File: config.mk
export PLATFORM = sky130hd
export DESIGN_NAME = mirror_port_failover_monitor_unit
export DESIGN_NICKNAME = d
export VERILOG_FILES = /design/src/rtl/fpm_pkg.sv /design/src/rtl/fpm_front.sv /design/src/rtl/fpm_queue.sv /design/src/rtl/fpm_back.sv /design/src/rtl/mirror_port_failover_monitor_unit.sv
export SDC_FILE = /design/constraint.sdc
export NUM_CORES = 1
export LEC_CHECK = 0
export BUFFER_PORTS_ARGS = -buffer_cell sky130_fd_sc_hd__buf_2
export CAP_MARGIN = 25
export CORE_ASPECT_RATIO = 1.1
export CORE_MARGIN = 2
export CORE_UTILIZATION = 38
export DETAILED_ROUTE_END_ITERATION = 12
export GPL_TIMING_DRIVEN = 1
export HOLD_SLACK_MARGIN = 0.1
export PLACE_DENSITY = 0.61
export SETUP_SLACK_MARGIN = 0.3
export SYNTH_ARGS = -nofsm -noshare
export SYNTH_HDL_FRONTEND = slang
export SYNTH_SLANG_ARGS = --single-unit
File: constraint.sdc
create_clock -name clk_i -period 17.4 [get_ports clk_i]
set_clock_uncertainty 0.15 [all_clocks]
set_input_delay 3.48 -clock clk_i [delete_from_list [all_inputs] [get_ports clk_i]]
set_output_delay 3.48 -clock clk_i [all_outputs]
set_load 0.01 [all_outputs]
File: src/rtl/fpm_pkg.sv
// ----------------------------------------------------------------------------
// Failover monitor package
// Shared constants and request types of the failover monitor.
// ----------------------------------------------------------------------------
package fpm_pkg;

  localparam int unsigned QueueDepth = 2;

  localparam logic [19:0] UsecPerSec    = 20'd1000000;
  localparam logic [15:0] MaxFrame      = 16'd1518;
  localparam logic [4:0]  MissMax       = 5'd31;
  localparam logic [3:0]  MissLimitInit = 4'd2;

  typedef enum logic {
    CmdRecord = 1'b0,
    CmdTick   = 1'b1
  } cmd_e;

  // Port status after a request
  typedef struct packed {
    logic [1:0] crit;
    logic [1:0] active;
  } stat_t;

  // Classified request from the front to the back
  typedef struct packed {
    logic        fwd;
    logic        iface;
    logic [63:0] stamp;
    logic [15:0] length;
    stat_t       stat;
  } req_t;

endpackage

File: src/rtl/fpm_front.sv
// ----------------------------------------------------------------------------
// Failover monitor front
// Accepts requests, tracks per-port traffic and failover state, classifies.
// ----------------------------------------------------------------------------
module fpm_front (
  input  logic              clk_i,
  input  logic              rst_ni,
  input  logic              miss_limit_we_i,
  input  logic [3:0]        miss_limit_wdata_i,
  input  logic              take_i,
  input  logic              command_i,
  input  logic              iface_i,
  input  logic [63:0]       record_stamp_i,
  input  logic [15:0]       capture_length_i,
  output fpm_pkg::req_t     req_o
);

  logic [3:0] miss_limit_q;
  logic [1:0] seen_q, seen_d;
  logic [4:0] miss_q [2];
  logic [4:0] miss_d [2];
  logic [1:0] crit_q, crit_d;
  logic [1:0] act_q, act_d;

  always_comb begin
    seen_d    = seen_q;
    miss_d[0] = miss_q[0];
    miss_d[1] = miss_q[1];
    crit_d    = crit_q;
    act_d     = act_q;
    if (fpm_pkg::cmd_e'(command_i) == fpm_pkg::CmdRecord) begin
      seen_d[iface_i] = 1'b1;
    end else begin
      // port 0 first; port 1 sees the outcome of port 0
      for (int p = 0; p < 2; p++) begin
        if (!seen_d[p]) begin
          if (miss_d[p] != fpm_pkg::MissMax) begin
            miss_d[p] = miss_d[p] + 5'd1;
          end
          if (miss_d[p] > {1'b0, miss_limit_q}) begin
            crit_d[p] = 1'b1;
            if (act_d[p] && !crit_d[1-p]) begin
              act_d[p]   = 1'b0;
              act_d[1-p] = 1'b1;
            end
          end
        end else begin
          crit_d[p] = 1'b0;
          miss_d[p] = '0;
          seen_d[p] = 1'b0;
        end
      end
    end
  end

  always_comb begin
    req_o.fwd         = (fpm_pkg::cmd_e'(command_i) == fpm_pkg::CmdRecord) && act_q[iface_i];
    req_o.iface       = iface_i;
    req_o.stamp       = record_stamp_i;
    req_o.length      = capture_length_i;
    req_o.stat.crit   = crit_d;
    req_o.stat.active = act_d;
  end

  always_ff @(posedge clk_i or negedge rst_ni) begin
    if (!rst_ni) begin
      miss_limit_q <= fpm_pkg::MissLimitInit;
      seen_q       <= '0;
      miss_q[0]    <= '0;
      miss_q[1]    <= '0;
      crit_q       <= '0;
      act_q        <= 2'b01;
    end else begin
      if (miss_limit_we_i) begin
        miss_limit_q <= miss_limit_wdata_i;
      end
      if (take_i) begin
        seen_q    <= seen_d;
        miss_q[0] <= miss_d[0];
        miss_q[1] <= miss_d[1];
        crit_q    <= crit_d;
        act_q     <= act_d;
      end
    end
  end

endmodule

File: src/rtl/fpm_queue.sv
// ----------------------------------------------------------------------------
// Failover monitor request queue
// Small FIFO that decouples the front from the back.
// ----------------------------------------------------------------------------
module fpm_queue #(
  parameter int unsigned Depth = fpm_pkg::QueueDepth
) (
  input  logic          clk_i,
  input  logic          rst_ni,
  input  logic          push_i,
  input  fpm_pkg::req_t push_req_i,
  input  logic          pop_i,
  output logic          full_o,
  output logic          nonempty_o,
  output fpm_pkg::req_t head_o
);

  localparam int unsigned IdxW = (Depth > 1) ? $clog2(Depth) : 1;
  localparam int unsigned CntW = $clog2(Depth + 1);

  fpm_pkg::req_t      mem_q [Depth];
  logic [IdxW-1:0]    wr_ptr_q, rd_ptr_q;
  logic [CntW-1:0]    count_q;

  function automatic logic [IdxW-1:0] next_ptr(input logic [IdxW-1:0] ptr);
    next_ptr = (ptr == IdxW'(Depth - 1)) ? '0 : ptr + IdxW'(1);
  endfunction

  assign full_o     = (count_q == CntW'(Depth));
  assign nonempty_o = (count_q != '0);
  assign head_o     = mem_q[rd_ptr_q];

  always_ff @(posedge clk_i) begin
    if (push_i) begin
      mem_q[wr_ptr_q] <= push_req_i;
    end
  end

  always_ff @(posedge clk_i or negedge rst_ni) begin
    if (!rst_ni) begin
      wr_ptr_q <= '0;
      rd_ptr_q <= '0;
      count_q  <= '0;
    end else begin
      if (push_i) begin
        wr_ptr_q <= next_ptr(wr_ptr_q);
      end
      if (pop_i) begin
        rd_ptr_q <= next_ptr(rd_ptr_q);
      end
      priority if (push_i && !pop_i) begin
        count_q <= count_q + CntW'(1);
      end else if (pop_i && !push_i) begin
        count_q <= count_q - CntW'(1);
      end else begin
        // hold on no traffic or on push and pop together
        count_q <= count_q;
      end
    end
  end

endmodule

File: src/rtl/fpm_back.sv
// ----------------------------------------------------------------------------
// Failover monitor back end
// Converts timestamps, builds the result and holds it for the receiver.
// ----------------------------------------------------------------------------
module fpm_back (
  input  logic          clk_i,
  input  logic          rst_ni,
  input  logic          head_valid_i,
  input  fpm_pkg::req_t head_i,
  output logic          pop_o,
  output logic          out_valid_o,
  input  logic          out_stall_i,
  output logic          forward_o,
  output logic [1:0]    port_number_o,
  output logic [31:0]   seconds_o,
  output logic [19:0]   microseconds_o,
  output logic [15:0]   data_length_o,
  output logic          oversize_o,
  output fpm_pkg::stat_t stat_o
);

  logic          s1_vld_q, s2_vld_q;
  fpm_pkg::req_t s1_req_q;
  logic [20:0]   s1_prod_q;
  logic [51:0]   prod;
  logic          s1_load, s2_load;
  logic [20:0]   usec_rnd;
  logic          carry;

  assign s2_load = s1_vld_q && (!s2_vld_q || !out_stall_i);
  assign s1_load = !s1_vld_q || s2_load;
  assign pop_o   = head_valid_i && s1_load;

  // fraction times one million; keep the integer part and the rounding bit
  assign prod = 52'(head_i.stamp[31:0]) * 52'(fpm_pkg::UsecPerSec);

  assign usec_rnd = {1'b0, s1_prod_q[20:1]} + 21'(s1_prod_q[0]);
  assign carry    = (usec_rnd >= 21'(fpm_pkg::UsecPerSec));

  always_ff @(posedge clk_i) begin
    if (s1_load) begin
      s1_req_q  <= head_i;
      s1_prod_q <= prod[51:31];
    end
    if (s2_load) begin
      stat_o <= s1_req_q.stat;
      if (s1_req_q.fwd) begin
        forward_o      <= 1'b1;
        port_number_o  <= {1'b0, s1_req_q.iface} + 2'd1;
        seconds_o      <= s1_req_q.stamp[63:32] + 32'(carry);
        microseconds_o <= carry ? 20'(usec_rnd - 21'(fpm_pkg::UsecPerSec)) : usec_rnd[19:0];
        data_length_o  <= s1_req_q.length;
        oversize_o     <= (s1_req_q.length > fpm_pkg::MaxFrame);
      end else begin
        forward_o      <= 1'b0;
        port_number_o  <= '0;
        seconds_o      <= '0;
        microseconds_o <= '0;
        data_length_o  <= '0;
        oversize_o     <= 1'b0;
      end
    end
  end

  always_ff @(posedge clk_i or negedge rst_ni) begin
    if (!rst_ni) begin
      s1_vld_q <= 1'b0;
      s2_vld_q <= 1'b0;
    end else begin
      if (s1_load) begin
        s1_vld_q <= head_valid_i;
      end
      if (s2_load) begin
        s2_vld_q <= 1'b1;
      end else if (!out_stall_i) begin
        s2_vld_q <= 1'b0;
      end
    end
  end

  assign out_valid_o = s2_vld_q;

endmodule

File: src/rtl/mirror_port_failover_monitor_unit.sv
// ----------------------------------------------------------------------------
// Mirror port failover monitor
// Active/standby link monitor with ERF timestamp conversion.
// ----------------------------------------------------------------------------
// Each request is a captured record or a one-second tick, and every request
// yields exactly one result. A record marks its port as seen and, when its
// port is active, is forwarded with its ERF stamp split into seconds and
// rounded microseconds plus an oversize flag above 1518 bytes; a standby
// record or a tick returns all-zero record fields. A tick checks port 0
// then port 1: an idle port counts a miss (saturating at 31), turns
// critical past miss_limit, and an active critical port hands over to a
// healthy peer; a busy port returns to normal. Every result carries both
// ports' status after its request. The block takes one request per cycle
// while in_stall_o is low: the front updates port state in the accept
// cycle and queues the request, and the back multiplies the fraction by
// one million in one stage and rounds in the next, which registers the
// result onto out_valid_o. A two-entry queue decouples the sides, so a
// receiver stall backs up into in_stall_o only once the queue fills. The
// user writes miss_limit (reset 2) through miss_limit_we_i only while idle; the block does not enforce this.
module mirror_port_failover_monitor_unit #(
  parameter int unsigned QueueDepth = fpm_pkg::QueueDepth
) (
  input  logic        clk_i,
  input  logic        rst_ni,
  // configuration
  input  logic        miss_limit_we_i,
  input  logic [3:0]  miss_limit_wdata_i,
  // request channel
  input  logic        in_valid_i,
  output logic        in_stall_o,
  input  logic        command_i,
  input  logic        iface_i,
  input  logic [63:0] record_stamp_i,
  input  logic [15:0] capture_length_i,
  // result channel
  output logic        out_valid_o,
  input  logic        out_stall_i,
  output logic        forward_o,
  output logic [1:0]  port_number_o,
  output logic [31:0] seconds_o,
  output logic [19:0] microseconds_o,
  output logic [15:0] data_length_o,
  output logic        oversize_o,
  output logic        port0_critical_o,
  output logic        port1_critical_o,
  output logic        port0_active_o,
  output logic        port1_active_o
);

  fpm_pkg::req_t  front_req, head_req;
  fpm_pkg::stat_t stat;
  logic           take, q_full, q_nonempty, q_pop;

  // accept whenever the queue has room
  assign in_stall_o = q_full;
  assign take       = in_valid_i && !q_full;

  fpm_front u_front (
    .clk_i              (clk_i),
    .rst_ni             (rst_ni),
    .miss_limit_we_i    (miss_limit_we_i),
    .miss_limit_wdata_i (miss_limit_wdata_i),
    .take_i             (take),
    .command_i          (command_i),
    .iface_i            (iface_i),
    .record_stamp_i     (record_stamp_i),
    .capture_length_i   (capture_length_i),
    .req_o              (front_req)
  );

  fpm_queue #(
    .Depth (QueueDepth)
  ) u_queue (
    .clk_i      (clk_i),
    .rst_ni     (rst_ni),
    .push_i     (take),
    .push_req_i (front_req),
    .pop_i      (q_pop),
    .full_o     (q_full),
    .nonempty_o (q_nonempty),
    .head_o     (head_req)
  );

  fpm_back u_back (
    .clk_i          (clk_i),
    .rst_ni         (rst_ni),
    .head_valid_i   (q_nonempty),
    .head_i         (head_req),
    .pop_o          (q_pop),
    .out_valid_o    (out_valid_o),
    .out_stall_i    (out_stall_i),
    .forward_o      (forward_o),
    .port_number_o  (port_number_o),
    .seconds_o      (seconds_o),
    .microseconds_o (microseconds_o),
    .data_length_o  (data_length_o),
    .oversize_o     (oversize_o),
    .stat_o         (stat)
  );

  // unpack the status snapshot onto the per-port flags
  assign port0_critical_o = stat.crit[0];
  assign port1_critical_o = stat.crit[1];
  assign port0_active_o   = stat.active[0];
  assign port1_active_o   = stat.active[1];

endmodule

**Word level (Yosys, flattened, before mapping)**

Memories as Yosys holds them, arrays and structs flattened.
Cells that the tools add are included.

- Memories kept: 1
- Register bits after elaboration: 209
- Bits in writable memories: 172
- Word-level logic and storage cells: 109

Memories:

| memory | depth | width | rd ports | clocked after memory_dff | write ports | line | source |
|---|---|---|---|---|---|---|---|
| u_queue.mem_q | 2 | 86 | 1 | 0 | 1 | fpm_queue.sv:21 | `fpm_pkg::req_t mem_q [Depth];` |

- Multiplexer cells: 37
- Bitwise gates (word level): 2
- Reduce and logical (&&, ||, !) cells: 22
- Order comparisons: 6
- Add/sub/neg operators: 10
- Eq/ne operators: 4
- Multiply operators: 1

Operator list:

| kind | count |
|---|---|
| $mul 32x14->46 const B | 1 |
| $mux 5 | 8 |
| $add 32x1->32 | 1 |
| $mux 2 | 12 |
| $add 20x1->21 | 1 |
| $ge 21x20->1 const B | 1 |
| $mux 20 | 1 |
| $sub 20x20->20 const B | 1 |
| $gt 16x11->1 const B | 1 |
| $mux 1 | 15 |
| $add 5x1->5 const B | 2 |
| $gt 5x4->1 | 2 |
| $ne 5x5->1 const B | 2 |
| $logic_and 1x1->1 | 9 |
| $logic_not 1->1 | 8 |
| $reduce_bool 2->1 | 2 |
| $add 1x1->1 const B | 2 |
| $add 1x1->2 const B | 1 |
| $add 2x1->2 const B | 1 |
| $eq 2x2->1 const B | 1 |
| $logic_or 1x1->1 | 2 |
| $lt 1x2->1 const B | 1 |
| $ne 2x1->1 const B | 1 |
| $or 2x2->2 | 1 |
| other kinds (5) | 5 |

**Logic depth before layout (Yosys ltp)**

- Word-level depth: 14
- Depth in mapped cells: 25
- Mapped depth without buffers: 22

**Cells and area by module**

A second synthesis with hierarchy kept.

- Cell total of the unflattened synthesis: 1631
- Area total of the unflattened synthesis: 21474.3 um2

By module, submodules not included:

| module | seq. area each (um2) | area an instance (um2) | instances | cells each |
|---|---|---|---|---|
| fpm_back | 4584.4 | 13076.3 | 1 | 1130 |
| fpm_queue | 5265.0 | 6516.2 | 1 | 284 |
| fpm_front | 503.0 | 1868.0 | 1 | 216 |
| mirror_port_failover_monitor_unit | 0.0 | 13.8 | 1 | 1 |

**Worst setup path after synthesis**

Ideal clock, no wire load.

- Path type: input -> register
- From: input out_stall_i
- To: register u_back.data_length_o[0], enable pin
- Data arrival time: 9.008 ns
- Stages: 1
- Path slack: 7.616 ns
- Required time: 16.625 ns
- Cell sequence: a21boi_0

- Longest elaborated chain between the ends: 3

Ends and longest elaborated chain:

| element | line | source |
|---|---|---|
| from (decl) | mirror_port_failover_monitor_unit.sv:37 | `input logic out_stall_i,` |
| $logic_not 1->1 | fpm_back.sv:30 | `assign s2_load = s1_vld_q && (!s2_vld_q \|\| !out_stall_i);` |
| $logic_or 1x1->1 | fpm_back.sv:30 |  |
| $logic_and 1x1->1 | fpm_back.sv:30 |  |
| to (signal assigned) | fpm_back.sv:52 | `data_length_o <= s1_req_q.length;` |
| to (decl) | fpm_back.sv:17 | `output logic [15:0] data_length_o,` |

No other way between the ends.
A chain may end at the register's enable or synchronous reset.

**Worst setup path after layout**

- From: register u_queue.rd_ptr_q
- To: register u_back.s1_prod_q[20] (data pin)

- Longest elaborated chain between the ends: 2

Ends and longest elaborated chain:

| element | line | source |
|---|---|---|
| from (decl) | fpm_queue.sv:22 | `logic [IdxW-1:0] wr_ptr_q, rd_ptr_q;` |
| from (signal assigned) | fpm_queue.sv:49 | `rd_ptr_q <= next_ptr(rd_ptr_q);` |
| $mem_v2 2x86 | n/a |  |
| $mul 32x14->46 | fpm_back.sv:35 | `assign prod = 52'(head_i.stamp[31:0]) * 52'(fpm_pkg::UsecPerSec);` |
| via u_back.prod[51] | fpm_back.sv:25 | `logic [51:0] prod;` |
| to (signal assigned) | fpm_back.sv:43 | `s1_prod_q <= prod[51:31];` |
| to (decl) | fpm_back.sv:24 | `logic [20:0] s1_prod_q;` |

The timed path passes the listed nets, and every way through them passes these cells.

==> flow_metrics.env <==
export IMPL_slew_viol_final=0
export IMPL_cp_end_kind="flip-flop"
export IMPL_multi_input_area_mm2=0.008853
export IMPL_syn_inst=1441
export IMPL_grt_remaining_overflow=0
export IMPL_reg2regPathDepth=19
export IMPL_post_cts_setup_buffers=0
export IMPL_die_h_um=244.2
export IMPL_fin_nets=2027
export IMPL_cts_made_buffers=39
export IMPL_hpwl_um=29470
export IMPL_fmax_mhz=132.4
export IMPL_grt_pass1_wl_um=61980
export IMPL_vias=11350
export IMPL_cp_required_ns=17.65
export IMPL_via_per_inst=4.861
export IMPL_fin_crit_ns=7.555
export IMPL_cts_buffer_depth=3
export IMPL_critPathMaxFanout=38
export IMPL_gp_congestion=0.8910
export IMPL_synth_top_cells_by_area="edfxtp_1, fa_1, ha_1"
export IMPL_async_flop_share=0.07450
export IMPL_synthFlopType="edfxtp_1"
export IMPL_cts_tree="yes"
export IMPL_cts_sinks=349
export IMPL_rr_endpoint="u_back.s1_prod_q[20]"
export IMPL_hp_class="reg2reg"
export IMPL_rrSetupSlack_ns=9.85
export IMPL_first_global_vias=11700
export IMPL_drt_first_pass_iters=4
export IMPL_detail_route_antenna_nets=0
export IMPL_track_usage=0.1444
export IMPL_setup_viol=0
export IMPL_worst_setup_path_start_kind="flip-flop"
export IMPL_worstSkewPairLatency_ns=0.55
export IMPL_seq_area_frac_synth=0.5192
export IMPL_drtIter0Drc=488
export IMPL_grt_max_degree=72
export IMPL_syn_to_final_growth_pct=14.73
export IMPL_antenna_found_initial=7
export IMPL_hp_start="u_back.s1_req_q[1]"
export IMPL_layout_drive_gt1_share=0.1920
export IMPL_wl_um=38990
export IMPL_coreArea_mm2=0.05219
export IMPL_synth_nets=1834
export IMPL_clockRootBuffer="clkbuf_16"
export IMPL_synth_top_area_cell="edfxtp_1"
export IMPL_synth_top_area_frac=0.4864
export IMPL_holdPathEnd="u_back.stat_o[1]"
export IMPL_setup_slack_ns=9.845
export IMPL_place_ws_ns=9.696
export IMPL_drc=0
export IMPL_worstHoldPathCells=0
export IMPL_fillers=4751
export IMPL_rr_startpoint="u_queue.rd_ptr_q"
export IMPL_clk_pin_slew_ns=0.06
export IMPL_holdBufCountCts=0
export IMPL_finalHoldViolations=0
export IMPL_synth_cell_type_count=62
export IMPL_arrival_ns=7.81
export IMPL_yosys_warnings=0
export IMPL_ios=169
export IMPL_initial_utilization=0.3820
export IMPL_min_period_over_period=0.4342
export IMPL_slew_headroom=0.3389
export IMPL_worst_pin_slew_ns=0.9641
export IMPL_synth_edf_count=323
export IMPL_syn_cell_area_mm2=0.01994
export IMPL_place_port_buffers=168
export IMPL_seqCellArea_mm2=0.01036
export IMPL_drv_cap=0
export IMPL_cts_resized_gates=0
export IMPL_worstSetupPathType="reg2reg"
export IMPL_outcome="complete, no violations"
export IMPL_die_x_um=222.4
export IMPL_num_rows=88
export IMPL_wl_per_cell_um=16.70
export IMPL_critPathLaunch="u_queue.rd_ptr_q"
export IMPL_avgSynthCellArea_um2=13.84
export IMPL_htree_num_levels=2
export IMPL_ys_ff_latch=349
export IMPL_die_area_mm2=0.05432
export IMPL_rsz0062_at_grt="false"
export IMPL_setup_tns_final_ns=0
-- critical path, cell delays in order, from the launching register on --
cell	delay, ns
dfrtp_4	0.85
mux2i_1	0.88
inv_1	0.28
ha_1	0.37
fa_1	0.46
fa_1	0.57
fa_1	0.42
ha_1	0.34
inv_1	0.07
fa_1	0.50
inv_1	0.05
ha_1	0.34
a21o_1	0.21
a221oi_1	0.28
nor2b_1	0.32
a211oi_1	0.19
o2111ai_1	0.38
a21oi_1	0.23
a2111o_1	0.40
nand3_1	0.08
-- cell families (layout without fill, tap and decap cells) --
logic type      Yosys count  in the layout  share of synthesized area
flops                   349            349                     0.5192
fa+ha+maj               302            302                     0.2400
simple gates            270            270                    0.06790
buf+inv                 204            419                    0.03859
compound gates          142            142                    0.04788
mux                      95             95                    0.05177
xor+xnor                 79             79                    0.03470
other cells               0              4                          0
-- Yosys cell counts, types with 3 or more instances --
master / instances
a21o_1: 14
and3_1: 22
a31oi_1: 4
mux2i_1: 30
nor3_1: 12
or3_1: 9
xor2_1: 27
o21a_1: 5
or2_2: 4
nand2b_1: 6
nand2_1: 50
buf_2: 3
nand3_1: 33
o21ai_0: 26
a22o_1: 7
a21oi_1: 38
and4_1: 5
o211ai_1: 3
dfrtp_1: 24
and2_1: 29
nand4_1: 8
edfxtp_1: 323
clkbuf_1: 23
nor2_1: 76
or4_1: 3
xnor2_1: 52
o31ai_1: 8
inv_1: 178
mux2_2: 64
fa_1: 134
ha_1: 168
a211oi_1: 7
nor2b_1: 6
-- state kept, by name, indices dropped and copies added, names as in the netlist, 4 cells and up --
name	count
u_back.s1_prod_q	21
u_back.s1_req_q	54
u_back.seconds_o	32
u_front.miss_limit_q	4
u_back.stat_o	4
u_back.microseconds_o	20
u_front.miss_q	10
u_back.data_length_o	16
u_queue.mem_q	172
-- cell type report --
cell class                 count  share of cell area
clock inverter                21             0.01056
clock buffer                  42             0.04315
antenna                        4           0.0004375
multi-input combinational    888              0.3870
sequential                   349              0.4527
tap                          675             0.03692
inverter                     178             0.02921
timing repair buffer         178             0.04004
-- metrics by stage --
stage               utilization  area, um2  hold WS [ns]  instances
finish                   0.4383      22880        0.2623       2335
global placement         0.4145      21630        0.2673       2267
global route             0.4381      22870        0.2917       2331
floorplan                     -      19940        0.2503       1441
detailed placement       0.4145      21630        0.2554       2267
CTS                      0.4380      22860        0.2624       2330
-- per-layer routing --
metal	part of all wire	track usage	vias up
met5	0.00077	0	-
met1	0.44	0.1813	5611
met3	0.055	0.03713	55
li1	-	-	5469
met4	0.019	0.03593	6
met2	0.49	0.2491	210
-- placed cells by master (no fill, tap or decap), types with 5 or more instances in the layout --
cell / n
and2_1: 29
fa_1: 134
clkbuf_16: 39
nand3_1: 32
a211oi_1: 7
nor2_1: 75
nand2_1: 50
mux2_2: 64
buf_4: 10
a21oi_1: 38
o21ai_0: 26
o31ai_1: 8
o21a_1: 5
nand4_1: 8
or3_1: 9
ha_1: 168
nand2b_1: 6
inv_1: 178
a21o_1: 14
and3_1: 21
xnor2_1: 52
buf_2: 168
a22o_1: 7
xor2_1: 27
edfxtp_1: 323
nor2b_1: 6
mux2i_1: 30
and4_1: 5
nor3_1: 12
dfrtp_1: 23
clkinv_2: 5
-- how the worst max path moves through the flow --
stage	slack, ns	depth (start not counted)	endpoint
2_1_floorplan	7.62	1	u_back.data_length_o[0]
3_3_place_gp	9.70	20	u_back.s1_prod_q[17]
3_5_place_dp	9.70	20	u_back.s1_prod_q[17]
4_1_cts	9.67	20	u_back.s1_prod_q[17]
5_1_grt	9.35	20	u_back.s1_prod_q[17]
6_report	9.85	19	u_back.s1_prod_q[20]
Power is left out: the tool's default activity adds up to more than one toggle a clock period on the data nets, which glitch-free logic cannot reach.
